==> config.mk <==
export PLATFORM = sky130hd
export DESIGN_NAME = bencode_event_parser
export DESIGN_NICKNAME = d
export VERILOG_FILES = /design/src/design/bep_pkg.sv /design/src/design/bencode_event_parser.sv /design/src/design/bep_front.sv /design/src/design/bep_back.sv
export SDC_FILE = /design/constraint.sdc
export NUM_CORES = 1
export LEC_CHECK = 0
export BUFFER_PORTS_ARGS = -buffer_cell sky130_fd_sc_hd__buf_2
export CAP_MARGIN = 20
export CORE_ASPECT_RATIO = 2
export CORE_MARGIN = 10
export CORE_UTILIZATION = 40
export CTS_BUF_LIST = sky130_fd_sc_hd__clkbuf_4
export DETAILED_ROUTE_END_ITERATION = 8
export PLACE_DENSITY = 0.58
export SYNTH_ARGS = -nofsm -noshare
export SYNTH_HDL_FRONTEND = slang
export SYNTH_SLANG_ARGS = --single-unit
==> constraint.sdc <==
create_clock -name clk -period 10.6 [get_ports clk]
set_clock_uncertainty 0.15 [all_clocks]
set_input_delay 0.53 -clock clk [delete_from_list [all_inputs] [get_ports clk]]
set_output_delay 0.53 -clock clk [all_outputs]
set_load 0.03 [all_outputs]
==> src/design/bep_pkg.sv <==
`timescale 1ns / 1ps
package bep_pkg;

	// byte classes seen by the parser
	typedef enum logic [2:0] {
		CL_DIGIT,
		CL_E,
		CL_I,
		CL_L,
		CL_D,
		CL_COLON,
		CL_MINUS,
		CL_OTHER
	} cls_t;

	// one classified beat in the front-to-back queue
	typedef struct packed {
		logic [7:0] data;
		logic       first;
		logic       last;
		cls_t       cls;
		logic [3:0] dval;
	} beat_t;

	typedef enum logic [3:0] {
		M_IDLE,
		M_VALUE,
		M_KEY,
		M_INT_START,
		M_INT_SIGN,
		M_INT_DIGITS,
		M_STR_LEN,
		M_STR_BODY,
		M_DONE,
		M_ERROR
	} mode_t;

	typedef enum logic [3:0] {
		ACT_NONE,
		ACT_STR_FIRST,
		ACT_DICT_END,
		ACT_LIST_END,
		ACT_BAD,
		ACT_DEEP,
		ACT_INT_OPEN,
		ACT_PUSH,
		ACT_NEG,
		ACT_INT_FIRST,
		ACT_INT_DIGIT,
		ACT_INT_END,
		ACT_LEN_DIGIT,
		ACT_STR_COLON,
		ACT_STR_BYTE
	} act_t;

	typedef enum logic [2:0] {
		EV_INT,
		EV_STR_START,
		EV_STR_BYTE,
		EV_LIST_START,
		EV_LIST_END,
		EV_DICT_START,
		EV_DICT_END,
		EV_ERROR
	} kind_t;

	typedef enum logic [1:0] {
		ERR_NONE,
		ERR_INVALID,
		ERR_DEPTH,
		ERR_TRUNC
	} err_t;

	localparam logic [7:0] CH_E     = 8'h65;
	localparam logic [7:0] CH_I     = 8'h69;
	localparam logic [7:0] CH_L     = 8'h6c;
	localparam logic [7:0] CH_D     = 8'h64;
	localparam logic [7:0] CH_COLON = 8'h3a;
	localparam logic [7:0] CH_MINUS = 8'h2d;
	localparam logic [7:0] CH_ZERO  = 8'h30;
	localparam logic [7:0] CH_NINE  = 8'h39;

endpackage

==> src/design/bencode_event_parser.sv <==
`timescale 1ns / 1ps
// Streaming bencode parser: one buffer byte per beat in, at most one event per byte out.
// A byte is classified and queued in a two-entry queue, then the parser consumes one
// queued byte per cycle, so a sustained rate of one byte per cycle holds while the
// event output is not stalled; a byte passes a queue entry, then the output register.
// first_flag restarts the parse, and errors or a finished top-level value mute the
// stream until the next first_flag. Nesting depth is MAX_DEPTH, string lengths up to
// LENGTH_BITS bits. No clearing pass follows reset.
module bencode_event_parser #(
	parameter int MAX_DEPTH   = 16,
	parameter int LENGTH_BITS = 24
) (
	input  logic        clk,
	input  logic        arst_n,
	input  logic        byte_valid,
	output logic        byte_stall,
	input  logic [7:0]  in_byte,
	input  logic        first_flag,
	input  logic        last_flag,
	output logic        event_valid,
	input  logic        event_stall,
	output logic [2:0]  event_kind,
	output logic signed [63:0] int_value,
	output logic [23:0] str_length,
	output logic [7:0]  payload_byte,
	output logic        is_key,
	output logic        end_of_string,
	output logic        top_done,
	output logic [1:0]  error_code
);
	import bep_pkg::*;

	logic  head_valid;
	beat_t head;
	logic  pop;

	bep_front u_front (
		.clk        (clk),
		.arst_n     (arst_n),
		.byte_valid (byte_valid),
		.byte_stall (byte_stall),
		.in_byte    (in_byte),
		.first_flag (first_flag),
		.last_flag  (last_flag),
		.head_valid (head_valid),
		.head       (head),
		.pop        (pop)
	);

	bep_back #(
		.MAX_DEPTH   (MAX_DEPTH),
		.LENGTH_BITS (LENGTH_BITS)
	) u_back (
		.clk           (clk),
		.arst_n        (arst_n),
		.head_valid    (head_valid),
		.head          (head),
		.pop           (pop),
		.event_valid   (event_valid),
		.event_stall   (event_stall),
		.event_kind    (event_kind),
		.int_value     (int_value),
		.str_length    (str_length),
		.payload_byte  (payload_byte),
		.is_key        (is_key),
		.end_of_string (end_of_string),
		.top_done      (top_done),
		.error_code    (error_code)
	);
endmodule

==> src/design/bep_front.sv <==
`timescale 1ns / 1ps
module bep_front (
	input  logic          clk,
	input  logic          arst_n,
	input  logic          byte_valid,
	output logic          byte_stall,
	input  logic [7:0]    in_byte,
	input  logic          first_flag,
	input  logic          last_flag,
	output logic          head_valid,
	output bep_pkg::beat_t head,
	input  logic          pop
);
	import bep_pkg::*;

	beat_t      ent_q [2];
	logic [1:0] count_q;
	logic       rd_ptr_q;
	logic       wr_ptr_q;
	beat_t      beat;
	logic       push;
	logic [7:0] dsub;

	// classify the incoming byte
	always_comb begin
		dsub       = in_byte - CH_ZERO;
		beat.data  = in_byte;
		beat.first = first_flag;
		beat.last  = last_flag;
		beat.dval  = 4'd0;
		case (in_byte)
			CH_E:     beat.cls = CL_E;
			CH_I:     beat.cls = CL_I;
			CH_L:     beat.cls = CL_L;
			CH_D:     beat.cls = CL_D;
			CH_COLON: beat.cls = CL_COLON;
			CH_MINUS: beat.cls = CL_MINUS;
			default:  beat.cls = CL_OTHER;
		endcase
		if (in_byte inside {[CH_ZERO:CH_NINE]}) begin
			beat.cls  = CL_DIGIT;
			beat.dval = dsub[3:0];
		end
	end

	assign byte_stall = (count_q == 2'd2);
	assign push       = byte_valid && !byte_stall;
	assign head_valid = (count_q != 2'd0);
	assign head       = ent_q[rd_ptr_q];

	// two-entry queue
	always_ff @(posedge clk or negedge arst_n) begin
		if (!arst_n) begin
			count_q  <= 2'd0;
			rd_ptr_q <= 1'b0;
			wr_ptr_q <= 1'b0;
		end else begin
			if (push) wr_ptr_q <= !wr_ptr_q;
			if (pop) rd_ptr_q <= !rd_ptr_q;
			count_q <= count_q + {1'b0, push} - {1'b0, pop};
		end
	end

	always_ff @(posedge clk) begin
		if (push) ent_q[wr_ptr_q] <= beat;
	end
endmodule

==> src/design/bep_back.sv <==
`timescale 1ns / 1ps
module bep_back #(
	parameter int MAX_DEPTH   = 16,
	parameter int LENGTH_BITS = 24
) (
	input  logic          clk,
	input  logic          arst_n,
	input  logic          head_valid,
	input  bep_pkg::beat_t head,
	output logic          pop,
	output logic          event_valid,
	input  logic          event_stall,
	output logic [2:0]    event_kind,
	output logic signed [63:0] int_value,
	output logic [23:0]   str_length,
	output logic [7:0]    payload_byte,
	output logic          is_key,
	output logic          end_of_string,
	output logic          top_done,
	output logic [1:0]    error_code
);
	import bep_pkg::*;

	localparam int DW = $clog2(MAX_DEPTH + 1);
	localparam int IW = (MAX_DEPTH > 1) ? $clog2(MAX_DEPTH) : 1;
	localparam int LB = LENGTH_BITS;

	// parser state
	mode_t             mode_q;
	logic [DW-1:0]     depth_q;
	logic              top_q;
	logic [MAX_DEPTH-1:0] stack_q;
	logic [63:0]       acc_q;
	logic              neg_q;
	logic              lz_q;
	logic [LB-1:0]     rem_q;
	logic              key_q;

	mode_t             mode_eff, mode_pre, mode_d, fin_mode;
	logic [DW-1:0]     depth_eff, depth_d, f_depth;
	logic              top_d, f_top, fin_done, str_key, stack_rd;
	logic [DW:0]       rd_wide;
	act_t              act;
	logic [67:0]       int_next;
	logic [63:0]       int_limit;
	logic [LB+3:0]     len_next;
	logic [LB-1:0]     rem_dec;
	logic              trunc;
	logic              fire;
	logic [LB+23:0]    len_ext;

	// output stage
	logic              ev_valid_q;
	logic [2:0]        ev_kind, kind_q;
	logic [63:0]       ev_int, int_q;
	logic [23:0]       ev_len, len_q;
	logic [7:0]        ev_byte, byte_q;
	logic              ev_key, key_out_q, ev_eos, eos_q, ev_done, done_q;
	logic [1:0]        ev_err, err_q;

	assign pop       = head_valid && (!ev_valid_q || !event_stall);
	assign mode_eff  = head.first ? M_VALUE : mode_q;
	assign depth_eff = head.first ? '0 : depth_q;
	assign rd_wide   = {1'b0, depth_eff} - (DW + 1)'(2);
	assign stack_rd  = stack_q[rd_wide[IW-1:0]];
	assign int_next  = {acc_q, 3'b000} + {3'b000, acc_q, 1'b0} + {64'd0, head.dval};
	assign int_limit = neg_q ? 64'h8000_0000_0000_0000 : 64'h7fff_ffff_ffff_ffff;
	assign len_next  = {rem_q, 3'b000} + {3'b000, rem_q, 1'b0} + {{LB{1'b0}}, head.dval};
	assign rem_dec   = rem_q - LB'(1);

	// decode what this byte does
	always_comb begin
		act = ACT_NONE;
		case (mode_eff)
			M_VALUE, M_KEY: begin
				if (head.cls == CL_DIGIT) act = ACT_STR_FIRST;
				else if (head.cls == CL_E && mode_eff == M_KEY && depth_eff != '0)
					act = ACT_DICT_END;
				else if (head.cls == CL_E && mode_eff == M_VALUE && depth_eff != '0 && !top_q)
					act = ACT_LIST_END;
				else if (mode_eff == M_KEY) act = ACT_BAD;
				else if (head.cls == CL_I) act = ACT_INT_OPEN;
				else if (head.cls == CL_L || head.cls == CL_D)
					act = (depth_eff == DW'(MAX_DEPTH)) ? ACT_DEEP : ACT_PUSH;
				else act = ACT_BAD;
			end
			M_INT_START, M_INT_SIGN: begin
				if (head.cls == CL_MINUS && mode_eff == M_INT_START) act = ACT_NEG;
				else if (head.cls == CL_DIGIT) act = ACT_INT_FIRST;
				else act = ACT_BAD;
			end
			M_INT_DIGITS: begin
				if (head.cls == CL_DIGIT)
					act = (lz_q || int_next > {4'd0, int_limit}) ? ACT_BAD : ACT_INT_DIGIT;
				else if (head.cls == CL_E) act = ACT_INT_END;
				else act = ACT_BAD;
			end
			M_STR_LEN: begin
				if (head.cls == CL_DIGIT)
					act = (len_next[LB+3:LB] != 4'd0) ? ACT_BAD : ACT_LEN_DIGIT;
				else if (head.cls == CL_COLON) act = ACT_STR_COLON;
				else act = ACT_BAD;
			end
			M_STR_BODY: act = ACT_STR_BYTE;
			default: act = ACT_NONE;
		endcase
	end

	// where a finished value leaves the parse
	always_comb begin
		f_depth  = (act == ACT_DICT_END || act == ACT_LIST_END) ? depth_eff - DW'(1) : depth_eff;
		f_top    = (act == ACT_DICT_END || act == ACT_LIST_END) ? stack_rd : top_q;
		str_key  = (act == ACT_STR_COLON || act == ACT_STR_BYTE) && key_q;
		fin_done = !str_key && (f_depth == '0);
		if (str_key) fin_mode = M_VALUE;
		else if (f_depth == '0) fin_mode = M_DONE;
		else fin_mode = f_top ? M_KEY : M_VALUE;
	end

	// next mode
	always_comb begin
		case (act)
			ACT_STR_FIRST, ACT_LEN_DIGIT: mode_pre = M_STR_LEN;
			ACT_DICT_END, ACT_LIST_END, ACT_INT_END: mode_pre = fin_mode;
			ACT_BAD, ACT_DEEP: mode_pre = M_ERROR;
			ACT_INT_OPEN: mode_pre = M_INT_START;
			ACT_PUSH: mode_pre = (head.cls == CL_D) ? M_KEY : M_VALUE;
			ACT_NEG: mode_pre = M_INT_SIGN;
			ACT_INT_FIRST, ACT_INT_DIGIT: mode_pre = M_INT_DIGITS;
			ACT_STR_COLON: mode_pre = (rem_q == '0) ? fin_mode : M_STR_BODY;
			ACT_STR_BYTE: mode_pre = (rem_dec == '0) ? fin_mode : M_STR_BODY;
			default: mode_pre = mode_eff;
		endcase
		trunc  = head.last && mode_pre != M_DONE && mode_pre != M_ERROR && mode_pre != M_IDLE;
		mode_d = trunc ? M_ERROR : mode_pre;
		depth_d = depth_eff;
		top_d   = top_q;
		if (act == ACT_PUSH) begin
			depth_d = depth_eff + DW'(1);
			top_d   = (head.cls == CL_D);
		end else if (act == ACT_DICT_END || act == ACT_LIST_END) begin
			depth_d = f_depth;
			top_d   = stack_rd;
		end
	end

	// event fields
	always_comb begin
		len_ext = {24'd0, rem_q};
		fire    = 1'b0;
		ev_kind = EV_INT;
		ev_int  = '0;
		ev_len  = '0;
		ev_byte = '0;
		ev_key  = 1'b0;
		ev_eos  = 1'b0;
		ev_done = 1'b0;
		ev_err  = ERR_NONE;
		case (act)
			ACT_DICT_END: begin
				fire = 1'b1; ev_kind = EV_DICT_END; ev_done = fin_done;
			end
			ACT_LIST_END: begin
				fire = 1'b1; ev_kind = EV_LIST_END; ev_done = fin_done;
			end
			ACT_PUSH: begin
				fire    = 1'b1;
				ev_kind = (head.cls == CL_D) ? EV_DICT_START : EV_LIST_START;
			end
			ACT_INT_END: begin
				fire    = 1'b1;
				ev_kind = EV_INT;
				ev_int  = neg_q ? (64'd0 - acc_q) : acc_q;
				ev_done = fin_done;
			end
			ACT_STR_COLON: begin
				fire    = 1'b1;
				ev_kind = EV_STR_START;
				ev_len  = len_ext[23:0];
				ev_key  = key_q;
				ev_eos  = (rem_q == '0);
				ev_done = (rem_q == '0) && fin_done;
			end
			ACT_STR_BYTE: begin
				fire    = 1'b1;
				ev_kind = EV_STR_BYTE;
				ev_byte = head.data;
				ev_key  = key_q;
				ev_eos  = (rem_dec == '0);
				ev_done = (rem_dec == '0) && fin_done;
			end
			ACT_BAD: begin
				fire = 1'b1; ev_kind = EV_ERROR; ev_err = ERR_INVALID;
			end
			ACT_DEEP: begin
				fire = 1'b1; ev_kind = EV_ERROR; ev_err = ERR_DEPTH;
			end
			default: fire = 1'b0;
		endcase
		if (trunc) begin
			fire    = 1'b1;
			ev_kind = EV_ERROR;
			ev_int  = '0;
			ev_len  = '0;
			ev_byte = '0;
			ev_key  = 1'b0;
			ev_eos  = 1'b0;
			ev_done = 1'b0;
			ev_err  = ERR_TRUNC;
		end
	end

	// control state
	always_ff @(posedge clk or negedge arst_n) begin
		if (!arst_n) begin
			mode_q     <= M_IDLE;
			depth_q    <= '0;
			top_q      <= 1'b0;
			ev_valid_q <= 1'b0;
		end else begin
			if (pop) begin
				mode_q  <= mode_d;
				depth_q <= depth_d;
				top_q   <= top_d;
			end
			if (pop) ev_valid_q <= fire;
			else if (!event_stall) ev_valid_q <= 1'b0;
		end
	end

	// value registers and container stack
	always_ff @(posedge clk) begin
		if (pop) begin
			if (act == ACT_PUSH) stack_q[depth_eff[IW-1:0]] <= (head.cls == CL_D);
			case (act)
				ACT_INT_OPEN: begin
					acc_q <= '0; neg_q <= 1'b0; lz_q <= 1'b0;
				end
				ACT_NEG: neg_q <= 1'b1;
				ACT_INT_FIRST: begin
					acc_q <= {60'd0, head.dval};
					lz_q  <= (head.dval == 4'd0);
				end
				ACT_INT_DIGIT: acc_q <= int_next[63:0];
				ACT_STR_FIRST: begin
					rem_q <= LB'(head.dval);
					key_q <= (mode_eff == M_KEY);
				end
				ACT_LEN_DIGIT: rem_q <= len_next[LB-1:0];
				ACT_STR_BYTE: rem_q <= rem_dec;
				default: ;
			endcase
			kind_q    <= ev_kind;
			int_q     <= ev_int;
			len_q     <= ev_len;
			byte_q    <= ev_byte;
			key_out_q <= ev_key;
			eos_q     <= ev_eos;
			done_q    <= ev_done;
			err_q     <= ev_err;
		end
	end

	assign event_valid   = ev_valid_q;
	assign event_kind    = kind_q;
	assign int_value     = int_q;
	assign str_length    = len_q;
	assign payload_byte  = byte_q;
	assign is_key        = key_out_q;
	assign end_of_string = eos_q;
	assign top_done      = done_q;
	assign error_code    = err_q;
endmodule

# Word level (Yosys, flattened, before mapping)
# Memory sizes are Yosys's and may differ from the RTL's.
# Index checks and enable logic that the tools add are counted.
# totals
mem_count	1
in_bits	14
ff_bits	226
mem_bits_rw	34
output_inout_bits	106
wordCells	197
# memory_table
name	words	width	rd	rd_ports_with_merged_regs	wr	line_no	rtl
u_front.ent_q	2	17	1	0	1	bep_front.sv:16	beat_t ent_q [2];
# op_classes
bitwise	4
n_addsub	12
mux	55
magnitude_cmp	6
n_reduce_logical	60
eq_ne	38
# ops
cell	count
$pmux 64 s3	1
$mux 64	2
$mux 4	20
$pmux 24 s3	1
$add 67x65->68	1
$add 68x4->68	1
$gt 68x64->1	1
$sub 1x64->64 const A	1
$logic_not 24->1	2
$pmux 3 s6	2
$pmux 4 s9	1
$eq 4x3->1 const B	8
$eq 8x7->1 const B	4
$add 27x25->28	1
$add 28x4->28	1
$eq 4x4->1 const B	7
$sub 24x1->24 const B	1
$mux 5	4
$pmux 4 s5	1
$reduce_or 2->1	10
$logic_and 1x1->1	17
$bwmux 16	1
$eq 4x2->1 const B	4
$eq 8x6->1 const B	2
other kinds (40)	81

# Depth between registers and ports, before layout
# Gate-level depths: netlist of the first run.
# An unclocked memory read counts as a cell.
# depth
ltp_word	25
depth_mapped	35
mapped_depth_nobuf	30

# Hierarchy
# Synthesis of the first run repeated with hierarchy kept, for this count alone.
# hier_totals
hier_cells	2185
area_unflattened_um2	21267.9
# modules_own_cells
module	instances	seq_area_each_um2	area_per_inst_um2	cells_per_inst
bep_back	1	6611.3	19640.1	2091
bep_front	1	1121.1	1627.8	94

# Worst setup path after synthesis of the first run
# Ideal clock, no wire load.
# synth_path
kind	flip-flop to flip-flop
from	register u_front.rd_ptr_q
to	register u_back.acc_q[0] (enable)
stages_incl_launch_ff	33
synth_period_minus_slack_ns	10.622
required_time_ns	9.926
setup_slack_ns	-0.022
path_buffers	3
setup_ns	0.524
t_arrival_ns	9.948
cell_sequence	dfrtp_1 -> buf_2 -> buf_2 -> buf_1 -> mux2i_1 -> inv_1 -> ha_1 -> ha_1 -> inv_1 -> fa_1 -> nand2b_1 -> a21oi_1 -> o21bai_1 -> a2111oi_2 -> nor3_1 -> o31ai_1 -> a31o_2 -> a21o_1 -> a21o_1 -> a31oi_1 -> xnor2_1 -> ha_1 -> nand4_1 -> or2_1 -> or4b_1 -> or2_1 -> o211ai_1 -> o2111ai_1 -> nor3_1 -> o2111ai_1 -> nand2_1 -> o211ai_1 -> a31oi_1
# synth_between
elab_chain_len	14
elab_cells_between_ends	54
classes_between	2 x add/sub; 1 x order compare; 17 x eq/ne; 18 x mux; 15 x reduce/logical; 1 x memory
# synth_rtl
item	line_no	rtl
start: declaration	bep_front.sv:18	logic rd_ptr_q;
start signal: assignment	bep_front.sv:59	if (pop) rd_ptr_q <= !rd_ptr_q;
$mem_v2 2x17 *	-	
parallel branches: the longest is 9 deep, another holds $add 68x4->68	-	
$pmux 4 s5 *	bep_back.sv:74	case (mode_eff)
$eq 4x4->1 / $eq 4x3->1 (equally long branches)	bep_back.sv:235	case (act)
$reduce_bool 3->1 (no line) *	-	
$reduce_and 2->1 (no line) *	-	
end signal: assignment	bep_back.sv:241	acc_q <= {60'd0, head.dval};
end signal: assignment	bep_back.sv:244	ACT_INT_DIGIT: acc_q <= int_next[63:0];
end: declaration	bep_back.sv:33	logic [63:0] acc_q;
# Every way passes the cells marked *.
# A chain may end at the register's enable or synchronous reset.

# Final worst setup path of the first run
# layout_path
from	register u_front.rd_ptr_q
to	register u_back.int_q[53] (netlist: u_back.int_value[53]), data pin
# layout_between
elab_chain_len	24
elab_cells_between_ends	92
classes_between	4 x add/sub; 1 x order compare; 30 x eq/ne; 29 x mux; 1 x bitwise; 26 x reduce/logical; 1 x memory
# layout_rtl
item	line_no	rtl
$mem_v2 2x17 *	-	
parallel branches: the longest is 22 deep, another holds $add 68x4->68	-	
$reduce_or 2->1 (no line) *	-	
end signal: assignment	bep_back.sv:254	int_q <= ev_int;
end: declaration	bep_back.sv:55	logic [63:0] ev_int, int_q;
# Every way passes the cells marked *. The select of a mux whose other input is x is not followed.

==> results of run 1 <==
layer usage:
metal | wire [µm] | GRT usage (%)
met1 | 24100 | 20.7
met4 | 5090 | 15.4
met3 | 3240 | 3.94
met5 | 34 | 0
met2 | 40700 | 44.8
cells in the final DEF (no fill, tap or decap), drive strengths merged, types with 21 or more instances in the layout:
cell,instances
or3,23
a21o,43
nor2,121
o21ai,120
and4,77
nor3,65
xor2,92
nand2,166
edfxtp,245
nor4,100
nand3,51
ha,251
inv,56
nand4,41
xnor2,72
clkbuf,93
o31ai,23
a21oi,145
buf,145
mux2i,21
o21a,23
o22ai,26
layout make-up:
class	instances	share of cell area, %
multi-input cells	1733	54.6
inverters	55	0.899
flip-flops and latches	260	33.3
well taps	660	3.55
clock inverters	20	0.474
diodes	4	0.0430
clock buffers	93	3.00
repair buffers	157	4.16
worst max-delay path by stage:
| stage | startpoint | to | slack, ns | cells after the start |
|---|---|---|---|---|
| 3_5_place_dp | u_front.rd_ptr_q$_DFFE_PN0P_ | u_back.int_value[47]$_SDFFCE_PP0P_ | 0.95 | 30 |
| 2_1_floorplan | u_front.rd_ptr_q$_DFFE_PN0P_ | u_back.acc_q[0]$_SDFFCE_PN0P_ | 1.29 | 32 |
| 5_1_grt | u_front.rd_ptr_q$_DFFE_PN0P_ | u_back.int_value[46]$_SDFFCE_PP0P_ | 0.21 | 29 |
| 6_report | u_front.rd_ptr_q$_DFFE_PN0P_ | u_back.int_value[53]$_SDFFCE_PP0P_ | 0.55 | 30 |
| 3_3_place_gp | u_front.rd_ptr_q$_DFFE_PN0P_ | u_back.int_value[49]$_SDFFCE_PP0P_ | 1.19 | 29 |
| 4_1_cts | u_front.rd_ptr_q$_DFFE_PN0P_ | u_back.int_value[46]$_SDFFCE_PP0P_ | 0.83 | 30 |
sequential cells by signal, summed over array words and instances, names as in the netlist:
register              flops
u_back.rem_q             24
u_back.stack_q           16
u_back.event_valid        1
u_front.wr_ptr_q          1
u_back.mode_q             4
u_back.event_kind         3
u_back.str_length        24
u_back.end_of_string      1
u_front.rd_ptr_q          1
u_back.int_value         64
u_back.top_done           1
u_front.count_q           2
u_back.acc_q             64
u_back.payload_byte       8
u_back.lz_q               1
u_back.neg_q              1
u_back.key_q              1
u_back.is_key             1
u_front.ent_q            34
u_back.top_q              1
u_back.error_code         2
u_back.depth_q            5
cells by family after synthesis:
kind of cell / Yosys count
fa+ha+maj: 255
xor+xnor: 164
simple gates: 752
flops: 260
compound gates: 536
buf+inv: 162
mux: 26
where the power goes:
group,switching [µW],internal (µW),leakage (µW),total (µW)
combinational,2320,1120,0.00637,3440
clock,450,429,0.000485,879
sequential,231,1480,0.00259,1710
worst max-delay path: cells and delay by family (launching register included):
kind	cells	cell delay [ns]
AOI/OAI and AO/OA	12	4.25
and+or+nand+nor	9	2.53
buffers and inverters	4	0.99
adders and majority gates	3	0.83
muxes	1	0.38
DFF	1	0.37
xor gates and xnor gates	1	0.18
stage by stage:
stage	cells	worst slack, ns
floorplan	2155	1.29
global placement	2852	1.19
detailed placement	2852	0.952
CTS	2977	0.827
global route	2982	0.205
finish	2982	0.552
what timing repair did:
item	in CTS	in global routing
setup buffers	0	0
hold buffers	12	0
setup endpoints to repair	0	0
endpoints found under the hold margin	41	0
==> reports/qor.csv, run 1 <==
metric,value,unit
drtIter0Drc,1288,
ir_drop,0.135,mV
grt_pass1_vias,19119,
cts-resized-gates,0,
row_count,118,
cts_buffer_depth,3,
rrSetupSlack,0.55,ns
final_hold_viol_count,0,
grtUsageTotal,22.9,%
drive_above_1_share,12.8,%
synth_top_area_cell,edfxtp_1,
critPathMaxStageDelay,0.78,ns
core_area,52000,µm²
fp.dieArea,62700,µm²
synthMuxAreaShare,1.37,%
worstRegToRegCells,30,
port_buffers,119,
synthFlopType,edfxtp_1,
ant_nets,0,
numCtsBuffers,67,
crit_path_start_kind,flop,
status,"complete, no violations",
regArea,7730,µm²
synth_xor_area_share,6.83,%
synth_simple_gate_area_share,20.2,%
placed_area,22300,µm²
arrival,10.37,ns
start_util,40.5,%
syn_inst,2155,
tns,0,ns
yosys.cell_types.count,93,
final_nets,2543,
synth-compound-area-share,16.5,%
utilization,44.7,%
slowest_stage,o21ai_0,
maxCapViolations,0,
reg2reg_to,u_back.int_value[53]$_SDFFCE_PP0P_,
slew-limit-headroom,19.8,%
drc,0,
grt_max_degree,65,
clk_latency,0.82,ns
vias,18363,
multi_input_area,12700,µm²
place.gp.congestion,0.977,
worstSetupEndpointType,flop,
grt_antenna_before_repair,8,
fin_crit,10.05,ns
avgSynthCellArea,9.76,µm²
cts-htree-levels,3,
drv_slew,0,
tritoncts,done,
via_per_inst,6.16,
ys_seq_area_share,36.8,%
clock_sinks,260,
max_clock_freq,0.0995,GHz
syn_to_final_growth,10.5,%
finalSetupViolCount,0,
fp.dieW,182,µm
yosys_warnings,0,
ys_seq_elements,260,
synth_area_leaders,"edfxtp_1, ha_1, xor2_1",
crit_type,flop to flop,
wl,73100,µm
synth_fa_ha_area_share,15.3,%
path_max_fanout,36,
synth_top_area_share,35.0,%
timing.final.crit_share,94.8,%
whs,0.0753,ns
fin_area,23300,µm²
grt_pass1_wl,112000,µm
p_leak,0.00944,µW
total_power,6030,µW
yosysMostFrequentCell,ha_1,
dieHeight,344,µm
path_common_cell,ha_1,
async_reset_ff_share,5.77,%
grt_setup_unrepaired,false,
hold_class,input port to async pin,
ys_top_cells_by_count,"ha_1, edfxtp_1, nand2_1",
syn_nets,2424,
place_hpwl,56700,µm
worst_ep_required_time,10.92,ns
power_density,259,nW/µm²
synth_top_family_by_area,simple AND/OR/NAND/NOR gates,
fillCellCount,5126,
dr.pass1.iters,5,
tightest_slew,1.20,ns
synth_edf_count,245,
clk_pin_slew,0.07,ns
syn_area,21000,µm²
grt_overflow,0,
cts-root-buf,clkbuf_4,
r2r-start,u_front.rd_ptr_q$_DFFE_PN0P_,
ioPinCount,120,
wl_per_cell,24.5,µm
No activity file was read; power rests on OpenSTA's default activity.
==> run 2: changes to the inputs <==
--- a/config.mk
+++ b/config.mk
@@ -12,7 +12,7 @@
 export CORE_UTILIZATION = 40
 export CTS_BUF_LIST = sky130_fd_sc_hd__clkbuf_4
 export DETAILED_ROUTE_END_ITERATION = 8
-export PLACE_DENSITY = 0.58
+export PLACE_DENSITY = 0.62
 export SYNTH_ARGS = -nofsm -noshare
 export SYNTH_HDL_FRONTEND = slang
 export SYNTH_SLANG_ARGS = --single-unit
==> reports/qor.csv, run 2 (synthesis results as in run 1) <==
metric,value,unit,change
power_density,258,nW/µm²,was 259 nW/µm²
place_hpwl,54800,µm,was 56700 µm
cts-root-buf,clkbuf_4,,unchanged
numCtsBuffers,61,,was 67
place.gp.congestion,0.960,,was 0.977
maxCapViolations,0,,unchanged
status,"complete, no violations",,unchanged
p_leak,0.00947,µW,was 0.00944 µW
wl_per_cell,23.8,µm,was 24.5 µm
fin_crit,9.87,ns,was 10.05 ns
final_cell_mix,"ha_1, edfxtp_1, nand2_1, a21oi_1, buf_2",,"was ha_1, edfxtp_1, nand2_1, a21oi_1"
grt_pass1_vias,18957,,was 19119
slowest_stage,o21ai_0,,unchanged
cts_buffer_depth,3,,unchanged
r2r-start,u_front.rd_ptr_q$_DFFE_PN0P_,,unchanged
drtIter0Drc,1274,,was 1288
critPathMaxStageDelay,0.75,ns,was 0.78 ns
via_per_inst,6.16,,about the same
arrival,10.20,ns,was 10.37 ns
syn_to_final_growth,10.7,%,was 10.5%
grt_pass1_wl,109000,µm,was 112000 µm
clk_pin_slew,0.07,ns,about the same
grt_max_degree,84,,was 65
core_area,52000,µm²,unchanged
vias,18379,,was 18363
start_util,40.5,%,unchanged
whs,0.363,ns,was 0.0753 ns
clock_sinks,260,,unchanged
drc,0,,unchanged
drv_slew,0,,unchanged
tritoncts,done,,unchanged
dieHeight,344,µm,unchanged
timing.final.crit_share,93.1,%,was 94.8%
port_buffers,119,,unchanged
grt_antenna_before_repair,5,,was 8
path_max_fanout,58,,was 36
grtUsageTotal,21.9,%,was 22.9%
worstHoldStart,first_flag,,
finalSetupViolCount,0,,unchanged
dr.pass1.iters,7,,was 5
final_nets,2539,,was 2543
tns,0,ns,unchanged
row_count,118,,unchanged
worstSetupEndpointType,flop,,unchanged
ioPinCount,120,,unchanged
multi_input_area,12700,µm²,about the same
fillCellCount,5065,,was 5126
regArea,7730,µm²,unchanged
ir_drop,0.256,mV,was 0.135 mV
cts-htree-levels,2,,was 3
clk_latency,0.83,ns,was 0.82 ns
grt_setup_unrepaired,false,,unchanged
grt_overflow,0,,unchanged
worst_ep_required_time,10.93,ns,was 10.92 ns
crit_type,flop to flop,,unchanged
max_clock_freq,0.101,GHz,was 0.0995 GHz
path_common_cell,ha_1,,unchanged
crit_path_start_kind,flop,,unchanged
final_common_cell,ha_1,,unchanged
ant_nets,0,,unchanged
startpoint,u_front.rd_ptr_q$_DFFE_PN0P_,,unchanged
tightest_slew,1.09,ns,was 1.20 ns
slew-limit-headroom,27.4,%,was 19.8%
fp.dieArea,62700,µm²,unchanged
wl,71100,µm,was 73100 µm
fp.dieW,182,µm,unchanged
hold_class,input port to flop,,was input port to async pin
final_hold_viol_count,0,,unchanged
drive_above_1_share,12.7,%,was 12.8%
[run 2: critical path, delay by kind of cell, from the launching register on]
| kind | cells | cell delay (ns) |
|---|---|---|
| AO/OA/AOI/OAI | 12 | 4.28 |
| XOR/XNOR | 1 | 0.18 |
| adder cells (fa/ha/maj) | 3 | 0.82 |
| buffers and inverters | 3 | 0.85 |
| flip-flops | 1 | 0.36 |
| multiplexers | 1 | 0.41 |
| AND/OR/NAND/NOR | 9 | 2.44 |
[run 2: worst paths after layout]
path                                                       to  slack, ns  cells past startpoint
max reg2reg                u_back.int_value[30]$_SDFFCE_PP0P_       0.73                     29
min                             u_front.ent_q[1][8]$_DFFE_PP_       0.36                      2
min reg2reg                      u_front.wr_ptr_q$_DFFE_PN0P_       0.37                      1
min in group asynchronous       u_back.depth_q[3]$_DFFE_PN0P_       0.56                      3
max                        u_back.int_value[30]$_SDFFCE_PP0P_       0.73                     29
max in group asynchronous        u_front.rd_ptr_q$_DFFE_PN0P_       8.81                      4
[run 2: report_power, final]
part           internal, µW  switching (µW)
combinational          1130            2310
sequential             1480             220
clock                   436             447
[run 2: metal layers]
metal / global-route usage, % / routed length, µm
met4: 16.0 / 5420
met3: 2.85 / 2870
met1: 20.3 / 23700
met5: 0 / 37
met2: 42.6 / 39000
[run 2: repair_timing]
action	4_1_cts	5_1_grt
buffers inserted	0	0
hold buffers	15	0
gates resized for setup	0	0
hold endpoints to repair	46	0
[run 2: through the flow]
stage               setup slack (ns)  instance area (µm²)  cells  power (µW)  util, %
global route                  0.0978                23300   2980        6430     44.8
finish                         0.734                23300   2983        6010     44.8
global placement                1.20                22300   2848        5030     42.8
floorplan                       1.29                21000   2155        4060        -
detailed placement             0.967                22300   2849        5100     42.8
CTS                            0.824                23200   2976        6010     44.7
[run 2: area by class of cell]
cell class,instances,area share (%)
Clock inverter,23,0.655
Inverter,55,0.897
Clock buffer,89,2.87
Tap cell,660,3.54
Antenna cell,4,0.0430
Sequential cell,260,33.2
Timing Repair Buffer,159,4.31
Multi-Input combinational cell,1733,54.5
==> run 3: changes to the inputs <==
--- a/config.mk
+++ b/config.mk
@@ -13,6 +13,8 @@
 export CTS_BUF_LIST = sky130_fd_sc_hd__clkbuf_4
 export DETAILED_ROUTE_END_ITERATION = 8
 export PLACE_DENSITY = 0.62
+export RECOVER_POWER = 100
 export SYNTH_ARGS = -nofsm -noshare
 export SYNTH_HDL_FRONTEND = slang
+export SYNTH_HIERARCHICAL = 1
 export SYNTH_SLANG_ARGS = --single-unit
==> reports/qor.csv, run 3 <==
metric,value,unit,change
power_density,224,nW/µm²,was 258 nW/µm²
fp.dieArea,63400,µm²,was 62700 µm²
grt_overflow,0,,unchanged
crit_path_start_kind,flop,,unchanged
synth-compound-area-share,19.8,%,was 16.5%
synth_edf_count,245,,unchanged
ctsHoldBuffers,13,,was 15
place_hpwl,52700,µm,was 54800 µm
numCtsBuffers,67,,was 61
worst_ep_required_time,10.93,ns,about the same
start_util,40.4,%,was 40.5%
final_nets,2577,,was 2539
final_cell_mix,"ha_1, edfxtp_1, a21oi_1, nand2_1, clkbuf_1",,"was ha_1, edfxtp_1, nand2_1, a21oi_1, buf_2"
power_switching_share,48.3,%,was 49.5%
final_common_cell,ha_1,,unchanged
timing.final.crit_share,90.2,%,was 93.1%
syn_nets,2454,,was 2424
ir_drop,0.122,mV,was 0.256 mV
cts-htree-levels,3,,was 2
final_hold_viol_count,0,,unchanged
combPwrFrac,50.8,%,was 57.1%
fin_crit,9.56,ns,was 9.87 ns
placed_area,22500,µm²,was 22300 µm²
clk_pin_slew,0.07,ns,about the same
worstSetupEndpointType,flop,,unchanged
status,"finished, violations left",,"was complete, no violations"
tritoncts,done,,unchanged
grt_pass1_wl,106000,µm,was 109000 µm
slew-limit-headroom,-157,%,was 27.4%
grtUsageTotal,21.2,%,was 21.9%
syn_inst,2185,,was 2155
final-instance-count-excl-fill,3023,,was 2983
cts-resized-gates,0,,unchanged
synthMuxAreaShare,1.51,%,was 1.37%
grt_max_degree,84,,unchanged
syn_area,21300,µm²,was 21000 µm²
async_reset_ff_share,5.77,%,unchanged
switching_power,2510,µW,was 2980 µW
max_clock_freq,0.105,GHz,was 0.101 GHz
synth_top_area_cell,edfxtp_1,,unchanged
grt_setup_unrepaired,false,,unchanged
maxCapViolations,4,,was 0
violations,"max-capacitance violations, max-slew violations",,
path_max_fanout,13,,was 58
yosysMostFrequentCell,ha_1,,unchanged
finalSetupViolCount,0,,unchanged
ioPinCount,120,,unchanged
syn_to_final_growth,9.25,%,was 10.7%
fin_area,23200,µm²,was 23300 µm²
tns,0,ns,unchanged
arrival,9.89,ns,was 10.20 ns
cts_buffer_depth,3,,unchanged
drv_slew,147,,was 0
synth_simple_gate_area_share,17.4,%,was 20.2%
drive_above_1_share,7.21,%,was 12.7%
via_per_inst,6.08,,was 6.16
drtIter0Drc,1137,,was 1274
ys_top_cells_by_count,"ha_1, edfxtp_1, a21oi_1",,"was ha_1, edfxtp_1, nand2_1"
ys_seq_elements,260,,unchanged
crit_type,flop to flop,,unchanged
whs,0.342,ns,was 0.363 ns
p_int,2690,µW,was 3040 µW
critPathMaxStageDelay,0.76,ns,was 0.75 ns
hold_class,input port to async pin,,was input port to flop
total_power,5200,µW,was 6010 µW
grt_antenna_before_repair,2,,was 5
avgSynthCellArea,9.73,µm²,was 9.76 µm²
synth_top_area_share,34.6,%,was 35.0%
fp.dieW,183,µm,was 182 µm
synth_fa_ha_area_share,15.1,%,was 15.3%
yosys_warnings,6,,was 0
post_cts_buffers,0,,unchanged
port_buffers,119,,unchanged
p_seq_share,32.2,%,was 28.2%
grt_pass1_vias,18942,,was 18957
core_area,52700,µm²,was 52000 µm²
dr.pass1.iters,6,,was 7
p_leak,0.00906,µW,was 0.00947 µW
pwr-share-clk,17.0,%,was 14.7%
clk_latency,0.82,ns,was 0.83 ns
yosys.cell_types.count,90,,was 93
synth_top_family_by_area,compound AO/OA/AOI/OAI gates,,was simple AND/OR/NAND/NOR gates
wl_per_cell,22.7,µm,was 23.8 µm
fillCellCount,5186,,was 5065
drc,0,,unchanged
wl,68700,µm,was 71100 µm
path_common_cell,o21ai_0,,was ha_1
row_count,119,,was 118
tightest_slew,3.85,ns,was 1.09 ns
place.gp.congestion,0.970,,was 0.960
ys_seq_area_share,36.4,%,was 36.8%
dp.cells,2890,,was 2849
slowest_stage,clkbuf_1,,was o21ai_0
cts-root-buf,clkbuf_4,,unchanged
clock_sinks,260,,unchanged
ant_nets,0,,unchanged
synth_xor_area_share,6.63,%,was 6.83%
synth_area_leaders,"edfxtp_1, ha_1, a21oi_1",,"was edfxtp_1, ha_1, xor2_1"
vias,18389,,was 18379
dieHeight,346,µm,was 344 µm
synthFlopType,edfxtp_1,,unchanged
-- run 3: logic make-up (layout without fill, tap and decap cells) --
logic type / after synthesis / after routing
AND/OR/NAND/NOR: 677 / 677
AO/OA/AOI/OAI: 639 / 639
flip-flops: 260 / 260
adder cells (fa/ha/maj): 255 / 255
buffers and inverters: 169 / 341
XOR/XNOR: 161 / 161
multiplexers: 24 / 24
other: 0 / 1
-- run 3: worst paths after layout --
kind | start | end | slack, ns | cells after the start
max reg2reg | u_front/rd_ptr_q$_DFFE_PN0P_ | u_back/stack_q[8]$_DFFE_PP_ | 1.04 | 27
max | u_front/rd_ptr_q$_DFFE_PN0P_ | u_back/stack_q[8]$_DFFE_PP_ | 1.04 | 27
min | arst_n | u_front/wr_ptr_q$_DFFE_PN0P_ | 0.34 | 2
min in group clk | u_front/wr_ptr_q$_DFFE_PN0P_ | u_front/wr_ptr_q$_DFFE_PN0P_ | 0.35 | 1
max in group asynchronous | arst_n | u_back/depth_q[3]$_DFFE_PN0P_ | 9.21 | 2
min reg2reg | u_front/wr_ptr_q$_DFFE_PN0P_ | u_front/wr_ptr_q$_DFFE_PN0P_ | 0.35 | 1
-- run 3: final cells by class --
type,count,area (µm²),share of cell area [%]
Tap cell,665,832,3.58
Inverter,68,256,1.10
Timing Repair Buffer,155,713,3.07
Multi-Input combinational cell,1756,12900,55.4
Clock buffer,90,676,2.91
Antenna cell,1,2.50,0.0108
Clock inverter,28,156,0.673
Sequential cell,260,7730,33.3
-- run 3: metrics by stage --
step | utilization, % | setup WS (ns)
floorplan | - | 0.697
finish | 44.1 | 1.04
detailed placement | 42.6 | 1.62
global placement | 42.6 | 1.88
global route | 44.1 | 0.539
CTS | 44.5 | 1.59
-- run 3: power by group through the flow --
stage | logic, µW | registers, µW | clock network [µW]
3_5_place_dp | 2690 | 1670 | 0
4_1_cts | 2700 | 1650 | 918
2_1_floorplan | 1570 | 1960 | 0
6_report | 2640 | 1670 | 882
5_1_grt | 2880 | 1700 | 964
3_3_place_gp | 2640 | 1670 | 0
-- run 3: routing by layer --
metal  track usage, %  up-vias  part of all wire (%)  wire [µm]
li1                 -     8676                     -          -
met1             19.5     8867                    34      23100
met2             41.2      598                    55      37900
met3             3.23      248                   4.0       2770
met4             14.4        0                   7.3       4990
met5                0        -                     0          0
-- run 3: critical path, delay by kind of cell, from the launching register on --
kind	cells	cell delay, ns
simple gates	10	3.14
buf+inv	2	0.94
flops	1	0.38
compound gates	11	3.03
mux	1	0.43
fa+ha+maj	3	1.17
